### config.mk
export PLATFORM = sky130hd
export DESIGN_NAME = cnf_ctrl
export DESIGN_NICKNAME = d
export VERILOG_FILES = /design/src/hw/rtl/cnf_pkg.sv /design/src/hw/rtl/cnf_ctrl.sv
export SDC_FILE = /design/constraint.sdc
export NUM_CORES = 1
export LEC_CHECK = 0
export BUFFER_PORTS_ARGS = -buffer_cell sky130_fd_sc_hd__buf_2
export CAP_MARGIN = 20
export CORE_AREA = 2 2 39 41
export DETAILED_ROUTE_END_ITERATION = 16
export DIE_AREA = 0 0 41 43
export HOLD_SLACK_MARGIN = 0.1
export PLACE_DENSITY = 0.44
export SYNTH_ARGS = -nofsm -noshare
export SYNTH_HDL_FRONTEND = slang
export SYNTH_SLANG_ARGS = --single-unit
### constraint.sdc
create_clock -name clk -period 1.1 [get_ports clk]
set_clock_uncertainty 0.2 [all_clocks]
set_input_delay 0.055 -clock clk [delete_from_list [all_inputs] [get_ports clk]]
set_output_delay 0.055 -clock clk [all_outputs]
set_load 0.01 [all_outputs]
### src/hw/rtl/cnf_pkg.sv
// ----------------------------------------------------------------------------
// cnf_pkg
// Shared types and constants of the normalized 3x3 convolution filter.
// ----------------------------------------------------------------------------
package cnf_pkg;

	localparam int PIX_W      = 8;
	localparam int COEF_W     = 16;
	localparam int KSIZE      = 3;
	localparam int KTAPS      = KSIZE * KSIZE;
	localparam int TAP_IDX_W  = $clog2(KTAPS);
	localparam int POS_W      = 11;
	localparam int FILT_W     = 17;
	localparam int ACC_W      = 28;
	localparam int MAG_W      = ACC_W - 1;
	localparam int NORM_W     = 19;
	localparam int OUT_FRAC   = 8;
	localparam int DIV_W      = MAG_W + OUT_FRAC;
	localparam int DIV_CNT_W  = $clog2(DIV_W);
	localparam int HGT_W      = 12;
	localparam int MAX_HEIGHT = 2048;
	localparam int CFG_W      = 48;
	localparam int CFG_IDX_W  = 3;
	localparam int GEOM_W     = 12;

	localparam logic [CFG_IDX_W-1:0] REG_FRAME_WIDTH  = 3'd0;
	localparam logic [CFG_IDX_W-1:0] REG_FRAME_HEIGHT = 3'd1;
	localparam logic [CFG_IDX_W-1:0] REG_KERNEL_TOP   = 3'd2;
	localparam logic [CFG_IDX_W-1:0] REG_KERNEL_MID   = 3'd3;
	localparam logic [CFG_IDX_W-1:0] REG_KERNEL_BOT   = 3'd4;

	localparam logic [CFG_W-1:0] KERNEL_TOP_RST = 48'd0;
	localparam logic [CFG_W-1:0] KERNEL_MID_RST = 48'd256;
	localparam logic [CFG_W-1:0] KERNEL_BOT_RST = 48'd0;
	localparam logic [GEOM_W-1:0] WIDTH_RST     = 12'd640;
	localparam logic [GEOM_W-1:0] HEIGHT_RST    = 12'd480;

	typedef struct packed {
		logic capture;
		logic shift;
		logic mac_step;
		logic div_start;
		logic div_step;
		logic load_out;
	} cnf_cmd_t;

	typedef struct packed {
		logic produce;
		logic mac_last;
		logic div_last;
		logic zero_kernel;
		logic out_busy;
	} cnf_sts_t;

endpackage

### src/hw/rtl/cnf_ctrl.sv
// ----------------------------------------------------------------------------
// cnf_ctrl
// Sequencer: capture, window shift, 9-tap MAC, divide, result load.
// ----------------------------------------------------------------------------
module cnf_ctrl (
	input  logic              clk,
	input  logic              arst_n,
	input  logic              in_valid,
	output logic              in_ready,
	output cnf_pkg::cnf_cmd_t cmd,
	input  cnf_pkg::cnf_sts_t sts
);
	import cnf_pkg::*;

	typedef enum logic [2:0] {
		ST_IDLE,
		ST_SHIFT,
		ST_MAC,
		ST_DIVINIT,
		ST_DIV,
		ST_OUT
	} state_t;

	state_t state_q;

	always_comb begin
		cmd           = '0;
		in_ready      = (state_q == ST_IDLE);
		cmd.capture   = (state_q == ST_IDLE) && in_valid;
		cmd.shift     = (state_q == ST_SHIFT);
		cmd.mac_step  = (state_q == ST_MAC);
		cmd.div_start = (state_q == ST_DIVINIT);
		cmd.div_step  = (state_q == ST_DIV);
		cmd.load_out  = (state_q == ST_OUT) && !sts.out_busy;
	end

	always_ff @(posedge clk or negedge arst_n) begin
		if (!arst_n) begin
			state_q <= ST_IDLE;
		end else begin
			case (state_q)
				ST_IDLE: begin
					if (in_valid) state_q <= ST_SHIFT;
				end
				ST_SHIFT: begin
					state_q <= sts.produce ? ST_MAC : ST_IDLE;
				end
				ST_MAC: begin
					if (sts.mac_last) state_q <= ST_DIVINIT;
				end
				ST_DIVINIT: begin
					state_q <= sts.zero_kernel ? ST_OUT : ST_DIV;
				end
				ST_DIV: begin
					if (sts.div_last) state_q <= ST_OUT;
				end
				ST_OUT: begin
					if (!sts.out_busy) state_q <= ST_IDLE;
				end
				default: begin
					state_q <= ST_IDLE;
				end
			endcase
		end
	end

	a_capture_shift: assert property (@(posedge clk) disable iff (!arst_n)
		cmd.capture |=> cmd.shift)
		else $error("capture not followed by window shift");

	a_one_cmd: assert property (@(posedge clk) disable iff (!arst_n)
		$onehot0({cmd.capture, cmd.shift, cmd.mac_step, cmd.div_start,
			cmd.div_step, cmd.load_out}))
		else $error("overlapping datapath commands");

	a_mac_to_div: assert property (@(posedge clk) disable iff (!arst_n)
		(cmd.mac_step && sts.mac_last) |=> cmd.div_start)
		else $error("divide did not follow last MAC step");

endmodule

==> impl_metrics.yaml <==
outcome:
  status: "complete, but fails checks"
  violations: "negative hold slack, negative setup slack"
clocking:
  htree_levels: 1
  cts_tree: "built"
  clockBufferDepth: 2
  cts_buffers: 3
  postCtsHoldBufs: 4
  clkTransAtPathRegs_ns: 0.03
  clock_insertion_delay_worst_skew_ns: 0.23
  cts-root-buf: "clkbuf_4"
  clock_sinks: 3
logic_synthesis:
  synth_edf_count: 0
  syn_nets: 32
  synth.avg_cell_area_um2: 8.967
  synth-async-reset-ratio_pct: 100.0
  synth_top_family_by_area: "simple AND/OR/NAND/NOR gates"
  yosysTopAreaCell: "dfrtp_1"
  ys_seq_elements: 3
  synth_fa_ha_area_share_pct: 0
  synth_cells: 24
  synth-compound-area-share_pct: 13.95
  netlist_top_cells_area: "dfrtp_1 35%, mux2i_1 9.3%, nor3b_1 7.0%"
  synth-simple-area-share_pct: 37.21
  ys.flop_type: "dfrtp_1"
  seq_area_frac_synth_pct: 34.88
  synth.cell_area_um2: 215.2
  synth.top_cell.area_share_pct: 34.88
  yosysUniqueCellTypes: 17
  muxShareOfSynthArea_pct: 9.302
  yosys_warnings: 0
  synth-xor-area-share_pct: 0
setup_path:
  cp.arrival_ns: 1.14
  worstSetupStartpointType: "flip-flop"
  crit_start: "state_q[2]"
  cpPeakStageDelay_ns: 0.46
  regToRegSetupSlack_ns: -0.24
  reg2reg_from: "state_q[1]"
  crit_required_ns: 0.84
  setup.worst_path.end_class: "primary output"
  path_buf_inv: 2
  path_cells: "buf_4 > nor3b_2 > buf_2"
  path_delay_family: "flip-flops"
  crit_type: "reg -> out"
  crit_path_max_fanout: 7
  reg2reg_depth: 4
  crit_path_top_delay_cell: "dfrtp_2"
  regToRegEndpoint: "state_q[0]"
die:
  io_pins: 15
  fp.coreArea_mm2: 0.001384
  die_y_um: 43
  dieWidth_um: 41
  start_util_pct: 15.55
  dieArea_mm2: 0.001763
  rows: 14
final_layout:
  final_cell_mix: "13 x buf_2, 4 x dlygate4sd3_1"
  largest_register: "state_q"
  area_delta_synth_final_pct: 105.8
  multi_input_area_um2: 156.4
  diodes: 0
  top_regs: "state_q x3"
  register_area_um2: 78.83
  drive_above_1_share_pct: 63.27
  largest_reg_flops: 3
  fillers: 149
  final_common_cell: "buf_2"
  nNetsFinal: 58
pwr:
  vdd_drop_max_mv: 0.8182
  p_per_area_mw_per_mm2: 2676
  p_leak_nw: 0.2107
placement:
  pre_cts_slack_ns: -0.2114
  io_buffer_count: 14
  place.gp.congestion: 0.6197
  dpl.hpwl_um: 408.7
route:
  viasPerCell: 4.031
  drt-wirelength-per-cell_um: 8.646
  drc: 0
  num_vias: 262
  dr.pass1.iters: 4
  drtAntennaViolNets: 0
  wirelength_um: 562
  first_iter_violations: 3
global_route:
  grt_first_pass_wirelength_um: 993
  grt_max_degree: 9
  grt_remaining_overflow: 0
  grt_pass1_vias: 271
  grt_use_total_pct: 8.367
  antenna_found_initial: 0
sta:
  slew_headroom_pct: 87.82
  setup_violations: 9
  rsz0062_at_grt: "true"
  hold_viol: 1
  fin_setup_tns_ns: -1.933
  post-route-period-util_pct: 127.1
  tightest_slew_ns: 0.1827
  postLayoutSetupSlackWorst_ns: -0.2986
  fmax_mhz: 715.0
  whs_ns: -0.04834
  period_needed_ns: 1.399
  slew_violations: 0
min_path:
  hp-start: "sts[0]"
  holdPathEnd: "state_q[2]"
  min_path_type: "in -> reg"
  holdPathStages: 3
run:
  max_cap_viol_count: 0
[per-stage QoR]
| stage | hold WS [ns] | power [mW] | util, % | cell area, µm² | std cells |
|---|---|---|---|---|---|
| 4_1_cts | -0.05551 | 1.138 | 30.29 | 419.2 | 63 |
| 3_5_place_dp | -0.3474 | 0.8113 | 22.97 | 317.8 | 53 |
| 6_report | -0.04834 | 1.185 | 32.01 | 442.9 | 65 |
| 2_1_floorplan | -0.4406 | 0.6780 | - | 239.0 | 24 |
| 5_1_grt | -0.03016 | 1.299 | 32.01 | 442.9 | 65 |
| 3_3_place_gp | -0.3473 | 0.8115 | 22.97 | 317.8 | 53 |
[kinds of logic (layout without fill, tap and decap cells)]
group | Yosys count | count (layout)
and+or+nand+nor | 13 | 13
AOI/OAI and AO/OA | 4 | 4
DFF | 3 | 3
muxes | 2 | 2
buffers and inverters | 2 | 27
[synthesized netlist by cell type (all sizes together) (2+ instances only)]
cell	count
nand2b	2
mux2i	2
nor2b	2
nor2	2
nor3b	2
dfrtp	3
buf	2
[worst max path at each step]
| stage | slack (ns) | cells after the start | to |
|---|---|---|---|
| floorplan | -0.06 | 3 | state_q[0] |
| finish | -0.30 | 3 | cmd[4] |
| global placement | -0.23 | 3 | state_q[0] |
| detailed placement | -0.21 | 3 | state_q[0] |
| global route | -0.37 | 3 | cmd[5] |
| CTS | -0.30 | 3 | cmd[5] |
[tightest hold or removal path: stages]
cell and delay [ns]:
buf_2 0.09, nor2b_2 0.04, o22ai_1 0.13
[metal layers]
metal / part of all wire (%) / global-route usage (%) / vias to the layer above
met4: 0 / 4.000 / 0
met2: 44 / 11.25 / 12
li1: - / - / 136
met5: 0 / 0 / -
met3: 8.7 / 4.712 / 0
met1: 47 / 10.42 / 114
[where the power goes]
group	switching, mW	internal (mW)
combinational	0.257	0.435
clock	0.0519	0.136
sequential	0.131	0.175
total	0.440	0.745
[what timing repair did]
item	in CTS	in global routing
endpoints found under the setup margin	10	10
pin swaps	4	2
buffers inserted	2	2
resized for setup	6	2
endpoints found under the hold margin	6	2
[cell type report]
| type | instances | share of cell area (%) |
|---|---|---|
| timing repair buffer | 23 | 36.44 |
| tap | 16 | 4.520 |
| multi-input combinational | 19 | 35.31 |
| sequential | 3 | 17.80 |
| clock buffer | 4 | 5.932 |
Power figures use the tool's default switching activity.
